--- src/assert_macros.svh ---
// Assertion macros shared by the allocator RTL.
// Holds only macro definitions; no dependencies.
`ifndef ASSERT_MACROS_SVH
`define ASSERT_MACROS_SVH

// Same-cycle implication, disabled during reset.
`define ASSERT_SAME(label, clk, rst_n, ante, cons, msg) \
	label: assert property (@(posedge clk) disable iff (!rst_n) (ante) |-> (cons)) \
		else $error(msg);

// Next-cycle implication, disabled during reset.
`define ASSERT_NEXT(label, clk, rst_n, ante, cons, msg) \
	label: assert property (@(posedge clk) disable iff (!rst_n) (ante) |=> (cons)) \
		else $error(msg);

`endif

--- src/wfsa_pkg.sv ---
// Package for the worst-fit segment allocator: sizes, entry and status types,
// and the scan result record passed between the scan unit and the top level.
package wfsa_pkg;

	localparam int MEM_SIZE     = 4096;
	localparam int MAX_SEGMENTS = 64;
	localparam int IDX_W        = $clog2(MAX_SEGMENTS);
	localparam int ADDR_W       = 12;
	localparam int LEN_W        = 13;

	localparam logic FN_ALLOC = 1'b0;
	localparam logic FN_FREE  = 1'b1;

	typedef enum logic [1:0] {
		ST_OK           = 2'd0,
		ST_NO_FIT       = 2'd1,
		ST_TABLE_FULL   = 2'd2,
		ST_FREE_IGNORED = 2'd3
	} status_t;

	typedef enum logic [2:0] {
		S_IDLE,
		S_SCAN,
		S_LAST,
		S_DECIDE,
		S_WR2,
		S_RESP
	} state_t;

	typedef struct packed {
		logic [ADDR_W-1:0] start;
		logic [LEN_W-1:0]  length;
		logic              used;
	} seg_t;

	localparam int SEG_W = $bits(seg_t);

	localparam seg_t SEG_RESET0 = '{start: '0, length: LEN_W'(MEM_SIZE), used: 1'b0};

	typedef struct packed {
		logic              func;
		logic [LEN_W-1:0]  size;
		logic [ADDR_W-1:0] addr;
	} req_t;

	typedef struct packed {
		logic              pick_found;
		logic [IDX_W-1:0]  pick_idx;
		logic [ADDR_W-1:0] pick_start;
		logic [LEN_W-1:0]  pick_len;
		logic              spare_found;
		logic [IDX_W-1:0]  spare_idx;
		logic              node_found;
		logic [IDX_W-1:0]  node_idx;
		logic              node_used;
		logic [LEN_W-1:0]  node_len;
		logic              below_found;
		logic [IDX_W-1:0]  below_idx;
		logic [ADDR_W-1:0] below_start;
		logic [LEN_W-1:0]  below_len;
		logic              above_found;
		logic [IDX_W-1:0]  above_idx;
		logic [ADDR_W-1:0] above_start;
		logic              above_used;
		logic [LEN_W-1:0]  above_len;
	} scan_res_t;

endpackage

--- src/wfsa_ram.sv ---
// Generic single-write, single-read synchronous RAM with registered read data.
// No package dependencies.
module wfsa_ram #(
	parameter int DEPTH = 64,
	parameter int WIDTH = 26
) (
	input  logic                     clk,
	input  logic                     we,
	input  logic [$clog2(DEPTH)-1:0] waddr,
	input  logic [WIDTH-1:0]         wdata,
	input  logic                     re,
	input  logic [$clog2(DEPTH)-1:0] raddr,
	output logic [WIDTH-1:0]         rdata
);

	logic [WIDTH-1:0] mem [DEPTH];

	always_ff @(posedge clk) begin
		if (we) begin
			mem[waddr] <= wdata;
		end
	end

	always_ff @(posedge clk) begin
		if (re) begin
			rdata <= mem[raddr];
		end
	end

endmodule

--- src/wfsa_scan.sv ---
// Scan unit: folds one segment entry per cycle, while vld is high, into the worst-fit, spare-slot
// and free-neighbour records. Depends on wfsa_pkg.
module wfsa_scan import wfsa_pkg::*; (
	input  logic             clk,
	input  logic             arst_n,
	input  logic             clear,
	input  logic             vld,
	input  logic [IDX_W-1:0] idx,
	input  logic             seg_valid,
	input  seg_t             seg,
	input  req_t             req,
	output scan_res_t        res
);

	scan_res_t res_q;
	scan_res_t res_d;
	logic [LEN_W-1:0] seg_end;
	logic better;

	assign seg_end = {1'b0, seg.start} + seg.length;
	assign better  = !res_q.pick_found || (seg.length > res_q.pick_len) ||
		((seg.length == res_q.pick_len) && (seg.start > res_q.pick_start));

	always_comb begin
		res_d = res_q;
		if (vld) begin
			if (!seg_valid) begin
				if (!res_q.spare_found) begin
					res_d.spare_found = 1'b1;
					res_d.spare_idx   = idx;
				end
			end else if (req.func == FN_ALLOC) begin
				if (!seg.used && (seg.length >= req.size) && better) begin
					res_d.pick_found = 1'b1;
					res_d.pick_idx   = idx;
					res_d.pick_start = seg.start;
					res_d.pick_len   = seg.length;
				end
			end else begin
				if ((seg.start == req.addr) && !res_q.node_found) begin
					res_d.node_found = 1'b1;
					res_d.node_idx   = idx;
					res_d.node_used  = seg.used;
					res_d.node_len   = seg.length;
				end
				if (!seg.used && (seg_end == {1'b0, req.addr}) && !res_q.below_found) begin
					res_d.below_found = 1'b1;
					res_d.below_idx   = idx;
					res_d.below_start = seg.start;
					res_d.below_len   = seg.length;
				end
				if ((seg.start > req.addr) &&
					(!res_q.above_found || (seg.start < res_q.above_start))) begin
					res_d.above_found = 1'b1;
					res_d.above_idx   = idx;
					res_d.above_start = seg.start;
					res_d.above_used  = seg.used;
					res_d.above_len   = seg.length;
				end
			end
		end
	end

	always_ff @(posedge clk or negedge arst_n) begin
		if (!arst_n) begin
			res_q <= '0;
		end else if (clear) begin
			res_q <= '0;
		end else begin
			res_q <= res_d;
		end
	end

	assign res = res_q;

endmodule

--- src/worst_fit_segment_allocator_core.sv ---
// Top level of the worst-fit segment allocator: request control, segment
// memory, valid bits and response registers. Depends on wfsa_pkg, wfsa_ram,
// wfsa_scan and assert_macros.svh.
//
//  channel   | handshake          | payload
//  ----------+--------------------+--------------------------------
//  request   | start / busy       | func, req_size, free_addr
//  response  | done (one cycle)   | alloc_addr, status
//
// Every request except an allocate of size zero sweeps all MAX_SEGMENTS
// entries of the segment RAM at one read a cycle, then passes through the
// S_LAST and S_DECIDE states, an extra write state (S_WR2) for a split, and
// the response state (S_RESP). A zero-size allocate goes straight to S_RESP.
// Reset leaves one free segment covering the region; no clearing pass runs.
// busy stays high from acceptance until the cycle after done.
`include "assert_macros.svh"

module worst_fit_segment_allocator_core import wfsa_pkg::*; (
	input  logic              clk,
	input  logic              arst_n,
	input  logic              start,
	output logic              busy,
	input  logic              func,
	input  logic [LEN_W-1:0]  req_size,
	input  logic [ADDR_W-1:0] free_addr,
	output logic              done,
	output logic [ADDR_W-1:0] alloc_addr,
	output logic [1:0]        status
);

	state_t state_q, state_d;
	req_t req_q;
	logic [IDX_W-1:0] cnt_q;
	logic [MAX_SEGMENTS-1:0] valid_q;
	logic e0_fresh_q;
	logic rd_vld_s1;
	logic [IDX_W-1:0] rd_idx_s1;
	logic vbit_s1;
	status_t status_q;
	logic [ADDR_W-1:0] alloc_addr_q;

	logic accept;
	logic rd_en;
	logic wr_en;
	logic [IDX_W-1:0] wr_addr;
	seg_t wr_data;
	logic [SEG_W-1:0] ram_rdata;
	seg_t seg_rd;
	logic v_set_en;
	logic clr_below;
	logic clr_above;
	logic resp_load;
	status_t resp_status;
	logic [ADDR_W-1:0] resp_addr;
	logic split_ok;
	logic above_merge;
	logic [LEN_W-1:0] split_sum;
	logic [LEN_W-1:0] merged_len;
	scan_res_t res;

	assign accept = start && !busy;
	assign busy   = (state_q != S_IDLE);
	assign done   = (state_q == S_RESP);
	assign alloc_addr = alloc_addr_q;
	assign status     = status_q;

	wfsa_ram #(
		.DEPTH(MAX_SEGMENTS),
		.WIDTH(SEG_W)
	) u_ram (
		.clk  (clk),
		.we   (wr_en),
		.waddr(wr_addr),
		.wdata(wr_data),
		.re   (rd_en),
		.raddr(cnt_q),
		.rdata(ram_rdata)
	);

	assign seg_rd = ((rd_idx_s1 == '0) && e0_fresh_q) ? SEG_RESET0 : seg_t'(ram_rdata);

	wfsa_scan u_scan (
		.clk      (clk),
		.arst_n   (arst_n),
		.clear    (accept),
		.vld      (rd_vld_s1),
		.idx      (rd_idx_s1),
		.seg_valid(vbit_s1),
		.seg      (seg_rd),
		.req      (req_q),
		.res      (res)
	);

	assign split_ok    = (req_q.func == FN_ALLOC) && res.pick_found &&
		(res.pick_len > req_q.size) && res.spare_found;
	assign above_merge = res.above_found && !res.above_used;
	assign split_sum   = {1'b0, res.pick_start} + req_q.size;
	assign merged_len  = res.node_len + (res.below_found ? res.below_len : '0) +
		(above_merge ? res.above_len : '0);

	always_comb begin
		state_d = state_q;
		case (state_q)
			S_IDLE: begin
				if (start) begin
					state_d = ((func == FN_ALLOC) && (req_size == '0)) ? S_RESP : S_SCAN;
				end
			end
			S_SCAN: begin
				if (cnt_q == IDX_W'(MAX_SEGMENTS - 1)) begin
					state_d = S_LAST;
				end
			end
			S_LAST:   state_d = S_DECIDE;
			S_DECIDE: state_d = split_ok ? S_WR2 : S_RESP;
			S_WR2:    state_d = S_RESP;
			S_RESP:   state_d = S_IDLE;
			default:  state_d = S_IDLE;
		endcase
	end

	always_comb begin
		rd_en       = 1'b0;
		wr_en       = 1'b0;
		wr_addr     = res.pick_idx;
		wr_data     = '{start: res.pick_start, length: res.pick_len, used: 1'b1};
		v_set_en    = 1'b0;
		clr_below   = 1'b0;
		clr_above   = 1'b0;
		resp_load   = 1'b0;
		resp_status = ST_OK;
		resp_addr   = '0;
		case (state_q)
			S_IDLE: begin
				resp_load   = accept;
				resp_status = ST_NO_FIT;
			end
			S_SCAN: begin
				rd_en = 1'b1;
			end
			S_DECIDE: begin
				resp_load = 1'b1;
				if (req_q.func == FN_ALLOC) begin
					if (!res.pick_found) begin
						resp_status = ST_NO_FIT;
					end else if (res.pick_len > req_q.size) begin
						if (!res.spare_found) begin
							resp_status = ST_TABLE_FULL;
						end else begin
							wr_en     = 1'b1;
							wr_addr   = res.spare_idx;
							wr_data   = '{start: split_sum[ADDR_W-1:0],
								length: res.pick_len - req_q.size, used: 1'b0};
							v_set_en  = 1'b1;
							resp_addr = res.pick_start;
						end
					end else begin
						wr_en     = 1'b1;
						resp_addr = res.pick_start;
					end
				end else begin
					if (!res.node_found || !res.node_used) begin
						resp_status = ST_FREE_IGNORED;
					end else begin
						wr_en     = 1'b1;
						wr_addr   = res.node_idx;
						wr_data   = '{start: res.below_found ? res.below_start : req_q.addr,
							length: merged_len, used: 1'b0};
						clr_below = res.below_found;
						clr_above = above_merge;
					end
				end
			end
			S_WR2: begin
				wr_en   = 1'b1;
				wr_data = '{start: res.pick_start, length: req_q.size, used: 1'b1};
			end
			default: begin
			end
		endcase
	end

	always_ff @(posedge clk or negedge arst_n) begin
		if (!arst_n) begin
			state_q      <= S_IDLE;
			cnt_q        <= '0;
			valid_q      <= MAX_SEGMENTS'(1);
			e0_fresh_q   <= 1'b1;
			rd_vld_s1    <= 1'b0;
			status_q     <= ST_OK;
			alloc_addr_q <= '0;
		end else begin
			state_q   <= state_d;
			rd_vld_s1 <= rd_en;
			if (accept) begin
				cnt_q <= '0;
			end else if (rd_en) begin
				cnt_q <= cnt_q + 1'b1;
			end
			if (v_set_en) begin
				valid_q[res.spare_idx] <= 1'b1;
			end
			if (clr_below) begin
				valid_q[res.below_idx] <= 1'b0;
			end
			if (clr_above) begin
				valid_q[res.above_idx] <= 1'b0;
			end
			if (wr_en && (wr_addr == '0)) begin
				e0_fresh_q <= 1'b0;
			end
			if (resp_load) begin
				status_q     <= resp_status;
				alloc_addr_q <= resp_addr;
			end
		end
	end

	always_ff @(posedge clk) begin
		if (accept) begin
			req_q <= '{func: func, size: req_size, addr: free_addr};
		end
		rd_idx_s1 <= cnt_q;
		vbit_s1   <= valid_q[cnt_q];
	end

	`ASSERT_NEXT(a_busy_after_accept, clk, arst_n, accept, busy, "busy not raised after a request")
	`ASSERT_SAME(a_table_not_empty, clk, arst_n, 1'b1, $countones(valid_q) != 0, "no valid segment")
	`ASSERT_SAME(a_addr_zero_unless_ok, clk, arst_n, done,
		(status == ST_OK) || (alloc_addr == '0), "address set on a failed request")
	`ASSERT_SAME(a_no_write_during_scan, clk, arst_n, wr_en, !rd_en && !rd_vld_s1,
		"segment write overlaps the scan")

endmodule

--- config.mk ---
export PLATFORM = sky130hd
export DESIGN_NAME = worst_fit_segment_allocator_core
export DESIGN_NICKNAME = d
export VERILOG_FILES = /design/src/wfsa_pkg.sv /design/src/wfsa_ram.sv /design/src/wfsa_scan.sv /design/src/worst_fit_segment_allocator_core.sv
export VERILOG_INCLUDE_DIRS = /design/src /design/src/src
export SDC_FILE = /design/constraint.sdc
export NUM_CORES = 2
export LEC_CHECK = 0
export ABC_AREA = 1
export BUFFER_PORTS_ARGS = -buffer_cell sky130_fd_sc_hd__buf_2
export CORE_MARGIN = 8
export CORE_UTILIZATION = 49
export DETAILED_ROUTE_END_ITERATION = 16
export SKIP_CTS_REPAIR_TIMING = 1
export SYNTH_ARGS = -nofsm -noshare
export SYNTH_HDL_FRONTEND = slang
export SYNTH_SLANG_ARGS = --single-unit
--- constraint.sdc ---
create_clock -name clk -period 5.55 [get_ports clk]
set_clock_uncertainty 0.15 [all_clocks]
set_input_delay 1.11 -clock clk [delete_from_list [all_inputs] [get_ports clk]]
set_output_delay 1.11 -clock clk [all_outputs]
set_load 0.05 [all_outputs]
Word-level counts from Yosys, hierarchy flattened --
Memories as Yosys holds them, arrays and structs flattened. A register that Yosys moved wholly into a read port is not among the register bits. Cells that the tools add are included.
Operators by class: bitwise logic cells 7, add/sub/neg operators 6, equal/unequal tests 14, reductions and logical operators 50, muxes and demuxes 77, magnitude comparators 13
Operator list (number):
- $mux 125 | 2
- $mux 64 | 3
- $mux 86 | 2
- $mux 26 | 6
- $and 64x64->64 | 2
- $mux 32 | 4
- $not 64->64 | 2
- $mux 12 | 6
- $or 64x64->64 | 1
- $mux 6 | 9
- $pmux 26 s2 | 1
- $mux 33 | 1
- $lt 6x7->1 const B | 4
- $add 13x13->13 | 2
- $gt 13x13->1 | 2
- $mux 13 | 2
- $gt 12x12->1 | 2
- $mux 1 | 23
- $mux 21 | 1
- $demux 1 s6 | 3
- $ge 6x1->1 const B | 3
- $logic_and 1x1->1 | 18
- $reduce_and 4->1 | 4
- $reduce_bool 2->1 | 8
- 31 further kinds | 56
Storage, ports and cells: word-level logic and storage cells 199, output and inout bits 16, memory bits (writable) 1664, memories kept 1, register bits 247
Memories:
- u_ram.mem | words 64, bits a word 26, read ports 1, clocked after memory_dff 1, write ports 1, line wfsa_ram.sv:16 | logic [WIDTH-1:0] mem [DEPTH];

Longest topological paths before layout --
word-level depth 12, mapped depth 26

Hierarchy --
Synthesis repeated with hierarchy kept, for this count alone.
Second synthesis, totals: cells, all modules 8064, area total of the unflattened synthesis 85688.4 sq um
Modules (own cells, without submodules):
- wfsa_ram | sequential area each 50748.7 sq um, cells an instance 5657, times used 1, area each 68224.2 sq um
- worst_fit_segment_allocator_core | sequential area each 3150.5 sq um, cells an instance 1389, times used 1, area each 9804.4 sq um
- wfsa_scan | sequential area each 3128.0 sq um, cells an instance 1018, times used 1, area each 7659.8 sq um

Worst setup path after synthesis --
No wires, ideal clock.
path type register to register, from register u_scan.res_q (netlist bit u_scan.res[64]), to memory u_ram.mem[0][10], data pin, required time 4.734 ns, clock period less this slack 5.073 ns, buffers on the path 3, slack 0.477 ns, stages on the path, launching flop included 18, arrival time 4.256 ns, cell sequence dfrtp_1 -> clkbuf_1 -> buf_1 -> buf_1 -> nand2_1 -> fa_1 -> inv_1 -> ha_1 -> fa_1 -> a21oi_1 -> o21bai_1 -> nand2_1 -> o211ai_1 -> or2_2 -> a21oi_1 -> a21oi_1 -> nand3_1 -> o221ai_1
Between the ends: longest elaborated chain between the ends 6
Ends and longest elaborated chain:
- start, declared | line wfsa_scan.sv:15 | scan_res_t res_q;
- start signal, assigned | line wfsa_scan.sv:70 | res_q <= res_d;
- $mux 13 | line worst_fit_segment_allocator_core.sv:98 | assign merged_len = res.node_len + (res.below_found ? res.below_len : '0) +
- $add 13x13->13 (2 in series) | line worst_fit_segment_allocator_core.sv:98
- $mux 26 | line worst_fit_segment_allocator_core.sv:162 | if (!res.node_found || !res.node_used) begin
- $mux 26 | line worst_fit_segment_allocator_core.sv:143 | if (req_q.func == FN_ALLOC) begin
- $pmux 26 s2 | line worst_fit_segment_allocator_core.sv:133 | case (state_q)
- via u_ram.wdata[10] | line wfsa_ram.sv:10 | input logic [WIDTH-1:0] wdata,
- end, declared | line wfsa_ram.sv:16
The timed path passes the listed nets, and every way through them passes these cells.

Final worst setup path --
from register u_scan.res_q (netlist bit u_scan.res[64]), to memory u_ram.mem[56][13], data pin
The elaborated chain is that of the path after synthesis.

==> reports/qor.log <==
INFO  status         status=complete, no violations
INFO  detailed_routing post_drt_wl_per_cell=27.9um
INFO  timing         finalHoldViolCount=0
INFO  clock_network  number_of_buffers_between_clock_root_and_the_deepest_sink=3
INFO  timing         unrepaired_setup_endpoints_after_global_routing=no
INFO  clock_network  ctsHtreeMaxLevel=4
INFO  logic_synthesis synth.area.top_cells=sky130_fd_sc_hd__edfxtp_1 (63%), sky130_fd_sc_hd__dfrtp_1 (6.5%), sky130_fd_sc_hd__o21ai_0 (6.1%)
INFO  timing         setup_viol=0
INFO  logic_synthesis synth_warnings=0
INFO  placement      place_hpwl=155000um
INFO  finish         final_design_area_no_fill=0.0921mm^2
INFO  logic_synthesis ys_seq_elements=1937
INFO  timing         period_share=87.0%
INFO  floorplan      die_y=424um
INFO  timing         worst_tran_pin_value=1.49ns
INFO  timing         drv_slew=0
INFO  grt            grt_remaining_overflow=0
INFO  logic_synthesis yosysUniqueCellTypes=62
INFO  floorplan      dieArea=0.180mm^2
INFO  logic_synthesis post_synth.cell_area_avg=11.9um^2
INFO  worst_setup_path timing.reg2reg.worst_path_depth=18
INFO  timing         final_critical_path_setup_slack=0.721ns
INFO  logic_synthesis sequential_fraction_of_the_synthesis_area=69.8%
INFO  grt            grt_antenna_before_repair=6
INFO  worst_hold_path hp-class=in -> async
INFO  worst_setup_path setup.worst_path.start_class=flip-flop
INFO  logic_synthesis synthArstFlopShare=11.0%
INFO  timing         post-route-min-period=4.83ns
INFO  finish         areaGrowthSynthToFinish=12.7%
INFO  floorplan      initial_core_util=49.1%
INFO  detailed_routing antenna_left=0
INFO  placement      preCtsSetupSlack=0.832ns
INFO  power          total_leakage_power=31.6nW
INFO  worst_setup_path startpoint=u_scan.res[64]
INFO  logic_synthesis synth_largest_area_cell=sky130_fd_sc_hd__edfxtp_1
INFO  worst_setup_path worstReg2RegStart=u_scan.res[64]
INFO  worst_setup_path regToRegEndpoint=u_ram.mem[56][13]
INFO  timing         max_slew_margin=0.402%
INFO  logic_synthesis yosysTopAreaCellShare=63.1%
INFO  logic_synthesis synth_nets=6977
INFO  placement      numPortBuffers=44
INFO  clock_network  cts-root-buf=sky130_fd_sc_hd__clkbuf_16
INFO  logic_synthesis synth_area=0.0817mm^2
INFO  detailed_routing first_iter_violations=7046
INFO  worst_setup_path required=5.93ns
INFO  clock_network  tritoncts.num_buffers=201
INFO  job            drv.max_cap_violation_count=0
INFO  placement      post_place_instance_area=0.0857mm^2
INFO  clock_network  cts_sinks=1937
INFO  worst_setup_path crit_fanout=64
INFO  placement      gpl.final_weighted_congestion=0.957
INFO  power          peak_supply_drop=0.000417V
INFO  detailed_routing route.vias.total=57300
INFO  logic_synthesis synth_flop_cell=sky130_fd_sc_hd__edfxtp_1
INFO  finish         drive_gt1_share=9.98%
INFO  floorplan      core_area=0.166mm^2
INFO  clock_network  worst_setup_hold_path_clk_slew=0.06ns
INFO  power          pwr_dens=532mW/mm^2
INFO  grt            track_usage=27.9%
INFO  grt            grt_pass1_vias=54300
INFO  power          post-layout-total-power=49.0mW
INFO  clock_network  tritoncts=built
INFO  detailed_routing drc=0
INFO  worst_setup_path reg2reg_slack=0.72ns
INFO  detailed_routing routed_wl=258000um
INFO  floorplan      die_width=424um
INFO  timing         fmaxAchievable=207MHz
INFO  timing         total_negative_setup_slack=0ns
INFO  detailed_routing vias_per_cell=6.20
INFO  grt            grt_pass1_wl=374000um
INFO  grt            grt_max_degree=205
INFO  worst_setup_path timing.critical_path.arrival=5.21ns
INFO  worst_setup_path critPathCaptureType=flip-flop
INFO  finish         finish.net_count=7003
INFO  logic_synthesis synth_cells=6848
INFO  worst_setup_path category_of_the_critical_setup_timing_path=reg -> reg
INFO  finish         post-route-util=55.3%
INFO  floorplan      boundaryPins=45
INFO  clock_network  clkLatencyLatePin=0.84ns
INFO  detailed_routing dr.pass1.iters=6
INFO  logic_synthesis synth-edff-count=1716
INFO  floorplan      std_cell_rows=150
how the worst max path moves through the flow:
stage | endpoint | cells past startpoint | slack (ns)
CTS | u_ram.mem[27][8] | 15 | 0.77
global placement | u_ram.mem[18][12] | 16 | 0.86
detailed placement | u_ram.mem[33][8] | 15 | 0.83
floorplan | u_ram.mem[0][10] | 17 | 0.48
global route | u_ram.mem[58][13] | 18 | 0.42
finish | u_ram.mem[56][13] | 18 | 0.72
through the flow:
step | hold WS [ns] | cells
5_1_grt | 0.147 | 9239
4_1_cts | 0.130 | 9239
6_report | 0.0906 | 9243
3_5_place_dp | 0.306 | 8875
2_1_floorplan | 0.195 | 6848
3_3_place_gp | 0.306 | 8875
power breakdown:
group	leakage (nW)	switching, mW	internal [mW]
Clock	3.11	5.63	7.64
Sequential	18.6	0.564	17.8
Combinational	9.88	13.0	4.38
flip-flops by register name, indices dropped and copies added (netlist names):
signal	count
alloc_addr	12
e0_fresh_q	1
req_q	26
rd_vld_s1	1
vbit_s1	1
status	2
u_scan.res	125
valid_q	64
state_q	3
cnt_q	6
u_ram.mem	1664
rd_idx_s1	6
u_ram.rdata	26
kinds of logic (layout without fill, tap and decap cells):
family / after synthesis / count (layout) / synth area share (%)
adders and majority gates: 100 / 100 / 1.67
xor gates and xnor gates: 37 / 37 / 0.397
buffers and inverters: 718 / 905 / 3.46
DFF: 1937 / 1937 / 69.8
other: 0 / 4 / 0
AOI/OAI and AO/OA: 1918 / 1918 / 13.9
and+or+nand+nor: 2138 / 2138 / 10.8
cell usage after synthesis (4+ instances only):
master                         n
sky130_fd_sc_hd__nand3_1     277
sky130_fd_sc_hd__clkbuf_1    356
sky130_fd_sc_hd__inv_1       269
sky130_fd_sc_hd__o31ai_1       4
sky130_fd_sc_hd__nor2_2        6
sky130_fd_sc_hd__buf_6         6
sky130_fd_sc_hd__a21oi_2       4
sky130_fd_sc_hd__a221oi_1     73
sky130_fd_sc_hd__dfxtp_1       7
sky130_fd_sc_hd__a211oi_1      7
sky130_fd_sc_hd__a221o_1      17
sky130_fd_sc_hd__edfxtp_1   1716
sky130_fd_sc_hd__buf_4        12
sky130_fd_sc_hd__nand2_1     603
sky130_fd_sc_hd__fa_1         15
sky130_fd_sc_hd__inv_2        10
sky130_fd_sc_hd__o2111ai_1     5
sky130_fd_sc_hd__o221ai_1    175
sky130_fd_sc_hd__o21ai_0     991
sky130_fd_sc_hd__nor2_1     1098
sky130_fd_sc_hd__buf_2        25
sky130_fd_sc_hd__nand2_4       7
sky130_fd_sc_hd__nand2_2      16
sky130_fd_sc_hd__a22oi_1       6
sky130_fd_sc_hd__clkinv_1      5
sky130_fd_sc_hd__a21oi_1     179
sky130_fd_sc_hd__nand4_1      50
sky130_fd_sc_hd__xor2_1       19
sky130_fd_sc_hd__nor3_1       52
sky130_fd_sc_hd__buf_1        33
sky130_fd_sc_hd__nor4_1        4
sky130_fd_sc_hd__dfrtp_1     212
sky130_fd_sc_hd__xnor2_1      18
sky130_fd_sc_hd__o211ai_1     80
sky130_fd_sc_hd__o22ai_1     273
sky130_fd_sc_hd__o21ai_1      40
sky130_fd_sc_hd__nor3_2        4
sky130_fd_sc_hd__nor2_4        4
sky130_fd_sc_hd__a31oi_1      46
sky130_fd_sc_hd__ha_1         85
layer usage:
metal / wire length (um) / vias up / GRT usage [%]
met5: 26 / - / 0
met4: 12000 / 4 / 11.5
met3: 23000 / 529 / 5.53
met1: 105000 / 28700 / 38.4
met2: 118000 / 2689 / 43.7
li1: - / 25400 / -
final cells by class:
class                   count  area, um^2
diodes                      4        10.0
clock buffers             243        5260
clock inverters           121        1130
fillers                 13700       74300
inverters                 285        1090
multi-input cells        4193       22600
flip-flops and latches   1937       57000
well taps                2204        2760
repair buffers            256        2210
placed cells by master, fill, tap and decap left out, drive strengths merged, types with 8 or more instances in the layout:
master / synthesis / routed
edfxtp: 1716 / 1716
nor2: 1108 / 1108
o21ai: 1033 / 1033
nand2: 626 / 626
inv: 280 / 285
nand3: 281 / 281
o22ai: 273 / 273
buf: 77 / 256
clkbuf: 356 / 243
dfrtp: 212 / 212
a21oi: 183 / 183
o221ai: 175 / 175
clkinv: 5 / 93
ha: 85 / 85
o211ai: 80 / 80
a221oi: 73 / 73
nor3: 57 / 57
nand4: 51 / 51
a31oi: 46 / 46
bufinv: 0 / 20
xor2: 19 / 19
xnor2: 18 / 18
a221o: 17 / 17
fa: 15 / 15
clkinvlp: 0 / 8
worst max-delay path, stage by stage (launching register included):
cell and delay, ns:
sky130_fd_sc_hd__dfrtp_1 0.71, sky130_fd_sc_hd__nand2_1 0.15, sky130_fd_sc_hd__fa_1 0.52, sky130_fd_sc_hd__inv_1 0.05, sky130_fd_sc_hd__ha_1 0.32, sky130_fd_sc_hd__a21oi_1 0.17
sky130_fd_sc_hd__nand2_1 0.14, sky130_fd_sc_hd__nand2_1 0.10, sky130_fd_sc_hd__o211ai_1 0.15, sky130_fd_sc_hd__a21oi_1 0.41, sky130_fd_sc_hd__o21ai_0 0.17, sky130_fd_sc_hd__nand2_1 0.11
sky130_fd_sc_hd__nand2_1 0.06, sky130_fd_sc_hd__a21oi_1 0.17, sky130_fd_sc_hd__a21oi_1 0.08, sky130_fd_sc_hd__o21ai_0 0.18, sky130_fd_sc_hd__nand4_1 0.17, sky130_fd_sc_hd__nand3_2 0.11
sky130_fd_sc_hd__buf_4 0.49
Power figures use the tool's default switching activity.
